**src/double_ended_queue_core_macros.svh**
```systemverilog
// ----------------------------------------------------------------------------
// Double-ended queue assertion macros
// Shorthand for clocked assertions that are held off during reset.
// ----------------------------------------------------------------------------
`ifndef DOUBLE_ENDED_QUEUE_CORE_MACROS_SVH
`define DOUBLE_ENDED_QUEUE_CORE_MACROS_SVH

// The consequent must hold in the same cycle as the antecedent.
`define DEQ_ASSERT_NOW(label, ante, cons, msg) \
  label: assert property (@(posedge clk) disable iff (!rst_n) (ante) |-> (cons)) \
    else $error(msg);

// The consequent must hold in the cycle after the antecedent.
`define DEQ_ASSERT_NEXT(label, ante, cons, msg) \
  label: assert property (@(posedge clk) disable iff (!rst_n) (ante) |=> (cons)) \
    else $error(msg);

`endif

```
**src/deq_pkg.sv**
```systemverilog
// ----------------------------------------------------------------------------
// Double-ended queue package
// Word types, operation codes and status codes shared by the queue modules.
// ----------------------------------------------------------------------------
package deq_pkg;

  localparam int VALUE_W     = 32;
  localparam int ITEM_CNT_W  = 5;

  typedef enum logic [1:0] {
    MODE_PUSH_BACK  = 2'd0,
    MODE_PUSH_FRONT = 2'd1,
    MODE_POP_BACK   = 2'd2,
    MODE_POP_FRONT  = 2'd3
  } mode_t;

  typedef enum logic [1:0] {
    STATUS_OK    = 2'd0,
    STATUS_EMPTY = 2'd1,
    STATUS_FULL  = 2'd2
  } status_t;

  typedef struct packed {
    mode_t                      mode;
    logic signed [VALUE_W-1:0]  value;
  } deq_in_t;

  typedef struct packed {
    logic signed [VALUE_W-1:0]  popped_value;
    status_t                    status;
    logic [ITEM_CNT_W-1:0]      item_count;
    logic                       is_empty;
  } deq_out_t;

  typedef struct packed {
    logic    wr_en;
    logic    rd_en;
    status_t status;
  } deq_op_t;

endpackage

```
**src/double_ended_queue_core.sv**
```systemverilog
// ----------------------------------------------------------------------------
// Double-ended queue core
// Bounded deque of signed 32-bit words held in a circular entry store.
// ----------------------------------------------------------------------------
// One word is accepted per cycle while the result side keeps up; each word
// yields one result word, held first in the stage-one registers beside the
// registered read of the single-port entry store and then in the output
// register. The front index and entry count update at acceptance, so
// consecutive operations need no forwarding. Entries are not cleared at
// reset, and the queue is ready in the first cycle after reset.
module double_ended_queue_core import deq_pkg::*; #(
  parameter int DEPTH = 16
) (
  input  logic     clk,
  input  logic     rst_n,
  input  logic     in_valid,
  output logic     in_stall,
  input  deq_in_t  in_data,
  output logic     out_valid,
  input  logic     out_stall,
  output deq_out_t out_data
);

  localparam int AW = $clog2(DEPTH);
  localparam int CW = $clog2(DEPTH + 1);

  deq_op_t            op;
  logic [AW-1:0]      addr;
  logic [CW-1:0]      count_nxt;
  logic [VALUE_W-1:0] rd_data;
  logic               step;
  logic               out_free;
  logic               s1_adv;

  logic               s1_valid_r;
  logic               s1_pop_r;
  status_t            s1_status_r;
  logic [CW-1:0]      s1_count_r;
  logic               out_valid_r;
  deq_out_t           out_data_r;
  logic [CW+ITEM_CNT_W-1:0] count_ext;

  assign out_free = !out_valid_r || !out_stall;
  assign s1_adv   = s1_valid_r && out_free;
  assign in_stall = s1_valid_r && !out_free;
  assign step     = in_valid && !in_stall;

  deq_ptr #(
    .DEPTH (DEPTH),
    .AW    (AW),
    .CW    (CW)
  ) u_ptr (
    .clk       (clk),
    .rst_n     (rst_n),
    .step      (step),
    .mode      (in_data.mode),
    .op        (op),
    .addr      (addr),
    .count_nxt (count_nxt)
  );

  deq_ram #(
    .DEPTH (DEPTH),
    .AW    (AW)
  ) u_ram (
    .clk     (clk),
    .wr_en   (op.wr_en),
    .rd_en   (step && op.rd_en),
    .addr    (addr),
    .wr_data (in_data.value),
    .rd_data (rd_data)
  );

  assign count_ext = {{ITEM_CNT_W{1'b0}}, s1_count_r};

  always_ff @(posedge clk) begin
    if (!rst_n) begin
      s1_valid_r  <= 1'b0;
      out_valid_r <= 1'b0;
    end else begin
      if (step) begin
        s1_valid_r <= 1'b1;
      end else if (s1_adv) begin
        s1_valid_r <= 1'b0;
      end
      if (s1_adv) begin
        out_valid_r <= 1'b1;
      end else if (!out_stall) begin
        out_valid_r <= 1'b0;
      end
    end
    if (step) begin
      s1_pop_r    <= op.rd_en;
      s1_status_r <= op.status;
      s1_count_r  <= count_nxt;
    end
    if (s1_adv) begin
      out_data_r.popped_value <= s1_pop_r ? rd_data : '0;
      out_data_r.status       <= s1_status_r;
      out_data_r.item_count   <= count_ext[ITEM_CNT_W-1:0];
      out_data_r.is_empty     <= (s1_count_r == '0);
    end
  end

  assign out_valid = out_valid_r;
  assign out_data  = out_data_r;

endmodule

```
**src/deq_ram.sv**
```systemverilog
// ----------------------------------------------------------------------------
// Double-ended queue entry store
// Single-port synchronous RAM with registered read data.
// ----------------------------------------------------------------------------
module deq_ram import deq_pkg::*; #(
  parameter int DEPTH = 16,
  parameter int AW    = 4
) (
  input  logic               clk,
  input  logic               wr_en,
  input  logic               rd_en,
  input  logic [AW-1:0]      addr,
  input  logic [VALUE_W-1:0] wr_data,
  output logic [VALUE_W-1:0] rd_data
);

  logic [VALUE_W-1:0] mem [DEPTH];
  logic [VALUE_W-1:0] rd_data_r;

  always_ff @(posedge clk) begin
    if (wr_en) begin
      mem[addr] <= wr_data;
    end
    if (rd_en) begin
      rd_data_r <= mem[addr];
    end
  end

  assign rd_data = rd_data_r;

endmodule

```
**src/deq_ptr.sv**
```systemverilog
// ----------------------------------------------------------------------------
// Double-ended queue pointer control
// Holds the front index and entry count, decides each operation and
// drives the entry store address.
// ----------------------------------------------------------------------------
`include "double_ended_queue_core_macros.svh"

module deq_ptr import deq_pkg::*; #(
  parameter int DEPTH = 16,
  parameter int AW    = 4,
  parameter int CW    = 5
) (
  input  logic          clk,
  input  logic          rst_n,
  input  logic          step,
  input  mode_t         mode,
  output deq_op_t       op,
  output logic [AW-1:0] addr,
  output logic [CW-1:0] count_nxt
);

  localparam int SW = CW + 1;

  logic [AW-1:0] front_r;
  logic [AW-1:0] front_nxt;
  logic [CW-1:0] cnt_r;
  logic          full;
  logic          empty;
  logic [SW-1:0] sum_back;
  logic [SW-1:0] sum_last;
  logic [AW-1:0] back_pos;
  logic [AW-1:0] last_pos;
  logic [AW-1:0] front_dec;
  logic [AW-1:0] front_inc;

  assign full  = (cnt_r == CW'(DEPTH));
  assign empty = (cnt_r == '0);

  assign sum_back  = SW'(front_r) + SW'(cnt_r);
  assign sum_last  = sum_back - SW'(1);
  assign back_pos  = (sum_back >= SW'(DEPTH)) ? AW'(sum_back - SW'(DEPTH)) : AW'(sum_back);
  assign last_pos  = (sum_last >= SW'(DEPTH)) ? AW'(sum_last - SW'(DEPTH)) : AW'(sum_last);
  assign front_dec = (front_r == '0) ? AW'(DEPTH - 1) : front_r - AW'(1);
  assign front_inc = (front_r == AW'(DEPTH - 1)) ? '0 : front_r + AW'(1);

  always_comb begin
    op        = '{wr_en: 1'b0, rd_en: 1'b0, status: STATUS_OK};
    addr      = front_r;
    front_nxt = front_r;
    count_nxt = cnt_r;
    unique case (mode)
      MODE_PUSH_BACK: begin
        if (full) begin
          op.status = STATUS_FULL;
        end else begin
          op.wr_en  = step;
          addr      = back_pos;
          count_nxt = cnt_r + CW'(1);
        end
      end
      MODE_PUSH_FRONT: begin
        if (full) begin
          op.status = STATUS_FULL;
        end else begin
          op.wr_en  = step;
          addr      = front_dec;
          front_nxt = front_dec;
          count_nxt = cnt_r + CW'(1);
        end
      end
      MODE_POP_BACK: begin
        if (empty) begin
          op.status = STATUS_EMPTY;
        end else begin
          op.rd_en  = 1'b1;
          addr      = last_pos;
          count_nxt = cnt_r - CW'(1);
        end
      end
      MODE_POP_FRONT: begin
        if (empty) begin
          op.status = STATUS_EMPTY;
        end else begin
          op.rd_en  = 1'b1;
          addr      = front_r;
          front_nxt = front_inc;
          count_nxt = cnt_r - CW'(1);
        end
      end
      default: begin
        op.status = STATUS_OK;
      end
    endcase
  end

  always_ff @(posedge clk) begin
    if (!rst_n) begin
      front_r <= '0;
      cnt_r   <= '0;
    end else if (step) begin
      front_r <= front_nxt;
      cnt_r   <= count_nxt;
    end
  end

  `DEQ_ASSERT_NOW(a_cnt_bound, 1'b1, cnt_r <= CW'(DEPTH), "Entry count exceeds depth.")
  `DEQ_ASSERT_NOW(a_front_bound, 1'b1, front_r <= AW'(DEPTH - 1), "Front index out of range.")
  `DEQ_ASSERT_NEXT(a_full_hold, step && full && (mode == MODE_PUSH_BACK || mode == MODE_PUSH_FRONT), $stable(cnt_r) && $stable(front_r), "Refused push changed the state.")
  `DEQ_ASSERT_NEXT(a_pop_dec, step && !empty && (mode == MODE_POP_BACK || mode == MODE_POP_FRONT), cnt_r == $past(cnt_r) - CW'(1), "Pop did not lower the count by one.")

endmodule
```
**config.mk**
```make
export PLATFORM = sky130hd
export DESIGN_NAME = double_ended_queue_core
export DESIGN_NICKNAME = d
export VERILOG_FILES = /design/src/deq_pkg.sv /design/src/double_ended_queue_core.sv /design/src/deq_ram.sv /design/src/deq_ptr.sv
export VERILOG_INCLUDE_DIRS = /design/src /design/src/src
export SDC_FILE = /design/constraint.sdc
export NUM_CORES = 1
export LEC_CHECK = 0
export CAP_MARGIN = 20
export CORE_ASPECT_RATIO = 0.6
export CORE_MARGIN = 4
export CORE_UTILIZATION = 58
export CTS_BUF_LIST = sky130_fd_sc_hd__clkbuf_2 sky130_fd_sc_hd__clkbuf_4 sky130_fd_sc_hd__clkbuf_8
export DETAILED_ROUTE_END_ITERATION = 8
export DONT_BUFFER_PORTS = 1
export PLACE_DENSITY_LB_ADDON = 0.12
export SKIP_LAST_GASP = 1
export SLEW_MARGIN = 0
export SYNTH_ARGS = -nofsm -noshare
export SYNTH_HDL_FRONTEND = slang
export SYNTH_SLANG_ARGS = --single-unit
```
**constraint.sdc**
```tcl
create_clock -name clk -period 10 [get_ports clk]
set_input_delay 2 -clock clk [delete_from_list [all_inputs] [get_ports clk]]
set_output_delay 2 -clock clk [all_outputs]
set_load 0.01 [all_outputs]
```
# Word-level counts from Yosys, hierarchy flattened
# Memories as Yosys holds them, arrays and structs flattened. A register that Yosys moved wholly into a read port is not among the register bits.
# Index checks and enable logic that the tools add are counted.
dict set report word_totals {
  memories 1
  ram_bits 512
  in_bits 38
  word_cells 73
  ff_bits 59
  out_inout_bits 42
}
# memory depth word_bits rd rd_ports_with_merged_regs wr line
set memory_table {}
lappend memory_table {u_ram.mem 16 32 1 1 1 deq_ram.sv:17} ;# logic [VALUE_W-1:0] mem [DEPTH];
dict set report classes {
  add_sub_neg 8
  reduce_logical 18
  n_mux 26
  order_cmp 2
  n_eq_ne 7
}
# cell count
set op_table {}
lappend op_table {{$mux W4} 8}
lappend op_table {{$pmux W4 S4} 1}
lappend op_table {{$ge A6 B5 Y1 const B} 2}
lappend op_table {{$sub A4 B1 Y4 const B} 3}
lappend op_table {{$mux W1} 11}
lappend op_table {{$logic_not A5 Y1} 2}
lappend op_table {{$mux W5} 2}
lappend op_table {{$pmux W5 S2} 1}
lappend op_table {{$pmux W4 S2} 1}
lappend op_table {{$add A4 B5 Y6} 1}
lappend op_table {{$sub A6 B1 Y6 const B} 1}
lappend op_table {{$add A5 B1 Y5 const B} 1}
lappend op_table {{$eq A5 B5 Y1 const B} 1}
lappend op_table {{$sub A5 B1 Y5 const B} 1}
lappend op_table {{$add A4 B1 Y4 const B} 1}
lappend op_table {{$eq A2 B2 Y1 const B} 2}
lappend op_table {{$eq A4 B4 Y1 const B} 1}
lappend op_table {{$logic_and A1 B1 Y1} 4}
lappend op_table {{$logic_not A1 Y1} 4}
lappend op_table {{$logic_not A4 Y1} 1}
lappend op_table {{$pmux W2 S2} 1}
lappend op_table {{$reduce_bool A2 Y1} 2}
lappend op_table {{$reduce_or A2 Y1} 2}
lappend op_table {{$reduce_and A3 Y1} 1}
lappend op_table {{6 further kinds} 6}

# Logic depth before layout (Yosys ltp)
dict set report logic_depth {
  word_depth 10
  mapped_depth 13
  ltp_nobuf 10
}

# Cells and area by module
# From an unflattened synthesis, not the netlist that was laid out.
dict set report hier_totals {
  hier_cells 1110
  area_unflattened_um2 23187.2
}
# mod n_inst area_per_inst_um2 cells_per_inst seq_area_each_um2
set by_module_without_submodules {}
lappend by_module_without_submodules {deq_ram 1 20183.1 840 16335.7}
lappend by_module_without_submodules {double_ended_queue_core 1 1751.7 95 1481.4}
lappend by_module_without_submodules {deq_ptr 1 1252.5 175 180.2}

# Worst setup path before layout
# OpenSTA, ideal clock, no wires.
dict set report synth_path {
  path_type {input to register}
  startpoint {input in_data[32] (netlist name)}
  endpoint {memory u_ram.mem[0][0], enable pin}
  setup_ps 421
  t_arrival_ps 5075
  n_path_buf 4
  setup_slack_ps 4504
  stages 10
  t_required_ps 9579
  path_cell_list {clkbuf_1 > clkbuf_1 > nand3b_1 > nor2_1 > mux2i_1 > and4_1 > clkbuf_1 > buf_2 > nand2_1 > nor2_1}
}
dict set report synth_between {
  elab_chain_len 5
  word_cells_on_any_way 9
  cone_classes {eq/ne (3); mux (4); reduce/logical (2)}
}
# element line
set synth_rtl {}
lappend synth_rtl {{from (decl)} double_ended_queue_core.sv:18} ;# input deq_in_t in_data,
lappend synth_rtl {{$eq A2 B1 Y1 / $logic_not A2 Y1 (equally long branches)} deq_ptr.sv:51} ;# unique case (mode)
lappend synth_rtl {{$reduce_or A2 Y1 (no source line)} --}
lappend synth_rtl {{$mux W1} --}
lappend synth_rtl {{$mux W1} deq_ram.sv:21} ;# if (wr_en) begin
lappend synth_rtl {{$mux W1 (not written as such)} deq_ram.sv:22} ;# mem[addr] <= wr_data;
lappend synth_rtl {{to (decl)} deq_ram.sv:17}
# Several ways; a longest one is shown, not always the timed one.

# Final worst setup path
dict set report layout_path {
  startpoint {register u_ptr.cnt_r[0]}
  endpoint {register u_ram.rd_data_r[22] (netlist: u_ram.rd_data[22]) (read register of u_ram.mem), data pin}
}
dict set report layout_between {
  elab_chain_len 6
  word_cells_on_any_way 17
  cone_classes {add/sub (4); order compare (2); eq/ne (1); mux (8); reduce/logical (2)}
}
# element line
set layout_rtl {}
lappend layout_rtl {{from (decl)} deq_ptr.sv:26} ;# logic [CW-1:0] cnt_r;
lappend layout_rtl {{from (signal assigned)} deq_ptr.sv:102} ;# cnt_r <= count_nxt;
lappend layout_rtl {{$add A4 B5 Y6} deq_ptr.sv:39} ;# assign sum_back = SW'(front_r) + SW'(cnt_r);
lappend layout_rtl {{$sub A6 B1 Y6} deq_ptr.sv:40} ;# assign sum_last = sum_back - SW'(1);
lappend layout_rtl {{$ge A6 B5 Y1 / $sub A4 B1 Y4 (equally long branches)} deq_ptr.sv:42} ;# assign last_pos = (sum_last >= SW'(DEPTH)) ? AW'(sum_last - SW'(DEPTH)) : AW'(sum_last);
lappend layout_rtl {{$mux W4} deq_ptr.sv:42}
lappend layout_rtl {{$mux W4} deq_ptr.sv:72} ;# if (empty) begin
lappend layout_rtl {{$pmux W4 S4} deq_ptr.sv:51}
lappend layout_rtl {{to (decl)} deq_ram.sv:18} ;# logic [VALUE_W-1:0] rd_data_r;
# Several ways; a longest one is shown, not always the timed one.
# A chain may end at the register's enable or synchronous reset.

==> results.py <==
metrics = {
    "detailed_routing": {
        "via_per_inst": 6.19,
        "dr.pass1.iters": 5,
        "postRouteAntennaNets": 0,
        "drt_wl_total_mm": 56.1,
        "wire_per_inst_um": 25.0,
        "vias": 13900,
        "drc": 0,
        "drt-initial-drc-count": 1505,
    },
    "logic_synthesis": {
        "synthesis.nets": 1655,
        "ys_types": 62,
        "synth-async-reset-ratio": 0,
        "ys.flop_type": "edfxtp_1",
        "syn_area_um2": 24100,
        "ys_seq_elements": 603,
        "synth_area_leaders": "edfxtp_1 74%, mux2i_1 5.3%, nand2_1 3.7%",
        "avgSynthCellArea_um2": 15.0,
        "synth_top_area_frac": 0.737,
        "yosysWarnings": 0,
        "synth_top_area_cell": "edfxtp_1",
        "ys_seq_area_frac": 0.747,
        "netlist_instances": 1607,
        "synth_edf_count": 592,
    },
    "finish": {
        "drive_gt1_frac": 0.118,
        "final_cell_mix": "592 x edfxtp_1, 240 x nand2_1, 127 x mux2i_1",
        "mostFrequentLayoutCell": "edfxtp_1",
        "fin_nets": 1664,
        "syn_to_final_growth_pct": 9.66,
    },
    "pwr": {
        "ir_worst_vdd_mv": 0.156,
        "internal_power_w": 0.00436,
        "finalPower_w": 0.00616,
        "pwr-share-clk": 0.309,
        "p_switching_w": 0.00179,
        "p_leak_nw": 9.04,
        "comb_power_share": 0.209,
        "powerDensity_nw_per_um2": 233,
        "switching_share": 0.291,
        "power_frac_seq": 0.482,
    },
    "setup_path": {
        "worstSetupPathType": "reg2reg",
        "arrival_ps": 5670,
        "crit_path_start_kind": "flip-flop",
        "crit_chain": "ha_1, fa_1, inv_1, ha_1, nor3_1, o31a_2, buf_4, buf_4, mux2i_1, mux2i_1, nand3_1, o2111ai_1",
        "cp_top_family": "buffers and inverters",
        "cp.required_ps": 10370,
        "slowest_stage": "o31a_2",
        "critPathBufInv": 3,
        "cp-end-kind": "flip-flop",
        "critPathMaxStageDelay_ps": 770,
        "cp_max_fo": 64,
    },
    "global_routing": {
        "overflow": 0,
        "grt_usage": 0.246,
        "grt_use_met1": 0.392,
        "antenna_found_initial": 0,
        "met2_usage": 0.347,
        "grt_max_degree": 165,
        "grt_pass1_vias": 13200,
        "grt-busiest-layer": "met1",
        "gr-usage-met3": 0.0546,
        "grt_pass1_wl_mm": 84.0,
    },
    "timing": {
        "setup_tns_ps": 0,
        "clock_skew_ps": 24.9,
        "rsz0062_at_grt": "no",
        "worstMarginPinSlew_ps": 1130,
        "hold_violations": 0,
        "slew_viol_final": 0,
        "finalSetupViolCount": 0,
        "max_freq_ghz": 0.189,
        "slew_headroom": 0.247,
        "layout_min_cycle_time_ps": 5300,
        "fin_crit_sh": 0.530,
    },
    "clocking": {
        "clk_latency_ps": 650,
        "cts_made_buffers": 85,
        "postCtsHoldBufs": 0,
        "cts_root_buf": "clkbuf_8",
        "htree_levels": 3,
        "cts_buffer_depth": 3,
        "cts-resized-gates": 0,
        "cts_tree": "yes",
        "cts_setup_buffers": 0,
        "clk_pin_slew_ps": 70,
        "cts.sinks": 603,
    },
    "die": {
        "pin_count": 80,
        "dieArea_um2": 45000,
        "die_h_um": 166,
        "start_util": 0.592,
        "row_count": 57,
        "core-area_um2": 40700,
        "dieWidth_um": 271,
    },
    "placed_design": {
        "io_buffers": 0,
        "place_congestion": 0.810,
        "hpwl_mm": 29.6,
    },
    "flow_run": {
        "cap_violations": 0,
    },
    "status": {
        "status": "finished clean",
    },
    "min_path": {
        "hold_class": "reg2reg",
    },
}
-- flip-flops by register name (all words and copies together) (netlist names), 2 cells and up --
register / flops
u_ram.mem: 512
u_ptr.front_r: 4
s1_status_r: 2
s1_count_r: 5
u_ptr.cnt_r: 5
u_ram.rd_data: 32
out_data: 40
-- power by group through the flow --
stage                     logic (W)  clock network (W)  registers (W)
after CTS                   0.00128            0.00194        0.00297
after floorplan            0.000945                  0        0.00300
after global routing        0.00140            0.00206        0.00298
after detailed placement    0.00127                  0        0.00302
after global placement      0.00125                  0        0.00302
final                       0.00128            0.00190        0.00297
-- per-layer routing --
layer / wire, µm / vias to the layer above
met3: 4850 / 91
met2: 24200 / 630
li1: - / 6192
met4: 1090 / 0
met5: 0 / -
met1: 25900 / 6961
-- logic make-up after synthesis --
kind of cell               count (synthesis)  synth area share
DFF                                      603             0.747
and+or+nand+nor                          484            0.0930
muxes                                    127            0.0527
xor gates and xnor gates                   8           0.00348
adders and majority gates                 10           0.00550
buffers and inverters                    124            0.0245
AOI/OAI and AO/OA                        251            0.0742
-- path summary, 6_finish.rpt --
kind | from | end | slack (ps) | cells past startpoint
min reg2reg | s1_status_r[0] | out_data[6] | 410 | 0
min | s1_status_r[0] | out_data[6] | 410 | 0
max reg2reg | u_ptr.cnt_r[0] | u_ram.rd_data[22] | 4700 | 12
max | u_ptr.cnt_r[0] | u_ram.rd_data[22] | 4700 | 12
-- stage by stage --
step	utilization	std cells	worst slack [ps]	hold WS, ps	area (µm²)
after global routing	0.649	2242	4420	426	26400
final	0.649	2243	4700	412	26400
after global placement	0.606	2084	4400	402	24700
after detailed placement	0.608	2089	4360	405	24800
after CTS	0.649	2242	4750	415	26400
after floorplan	-	1607	4500	400	24100
-- cell usage after synthesis (2+ instances only) --
cell type and count:
and3_1 3, a22o_1 32, a22oi_1 2, inv_1 12
o221a_2 2, buf_4 7, a41o_1 2, nand4_1 32
a221o_1 34, edfxtp_1 592, a21boi_0 3, o21bai_1 2
a21o_1 2, and2_1 37, nand2_1 240, dfxtp_1 11
nand2b_1 2, ha_1 9, xor2_1 4, a21oi_1 115
clkbuf_1 44, nor3_1 10, o21ai_0 7, a31oi_1 4
nor3b_1 2, buf_6 6, buf_2 44, nor2b_1 5
nor2_1 35, nand3b_1 2, o2111ai_1 32, buf_1 10
mux2i_1 127, xnor2_1 3, nand3_1 106
-- layout make-up --
type                       count  area (µm²)
antenna                        1        2.50
clock buffer                 121        1480
clock inverter                32         199
fill                        2924       14300
inverter                      13        48.8
multi-input combinational    880        5690
sequential                   603       18000
tap                          560         701
timing repair buffer          33         323
-- worst reg2reg max path: stages (launching register included) --
cell       delay [ps]
dfxtp_1           410
ha_1              270
fa_1              580
inv_1              70
ha_1              290
nor3_1            370
o31a_2            770
buf_4             750
buf_4             800
mux2i_1           320
mux2i_1            90
nand3_1           180
o2111ai_1         150
No activity file was read; power rests on OpenSTA's default activity.
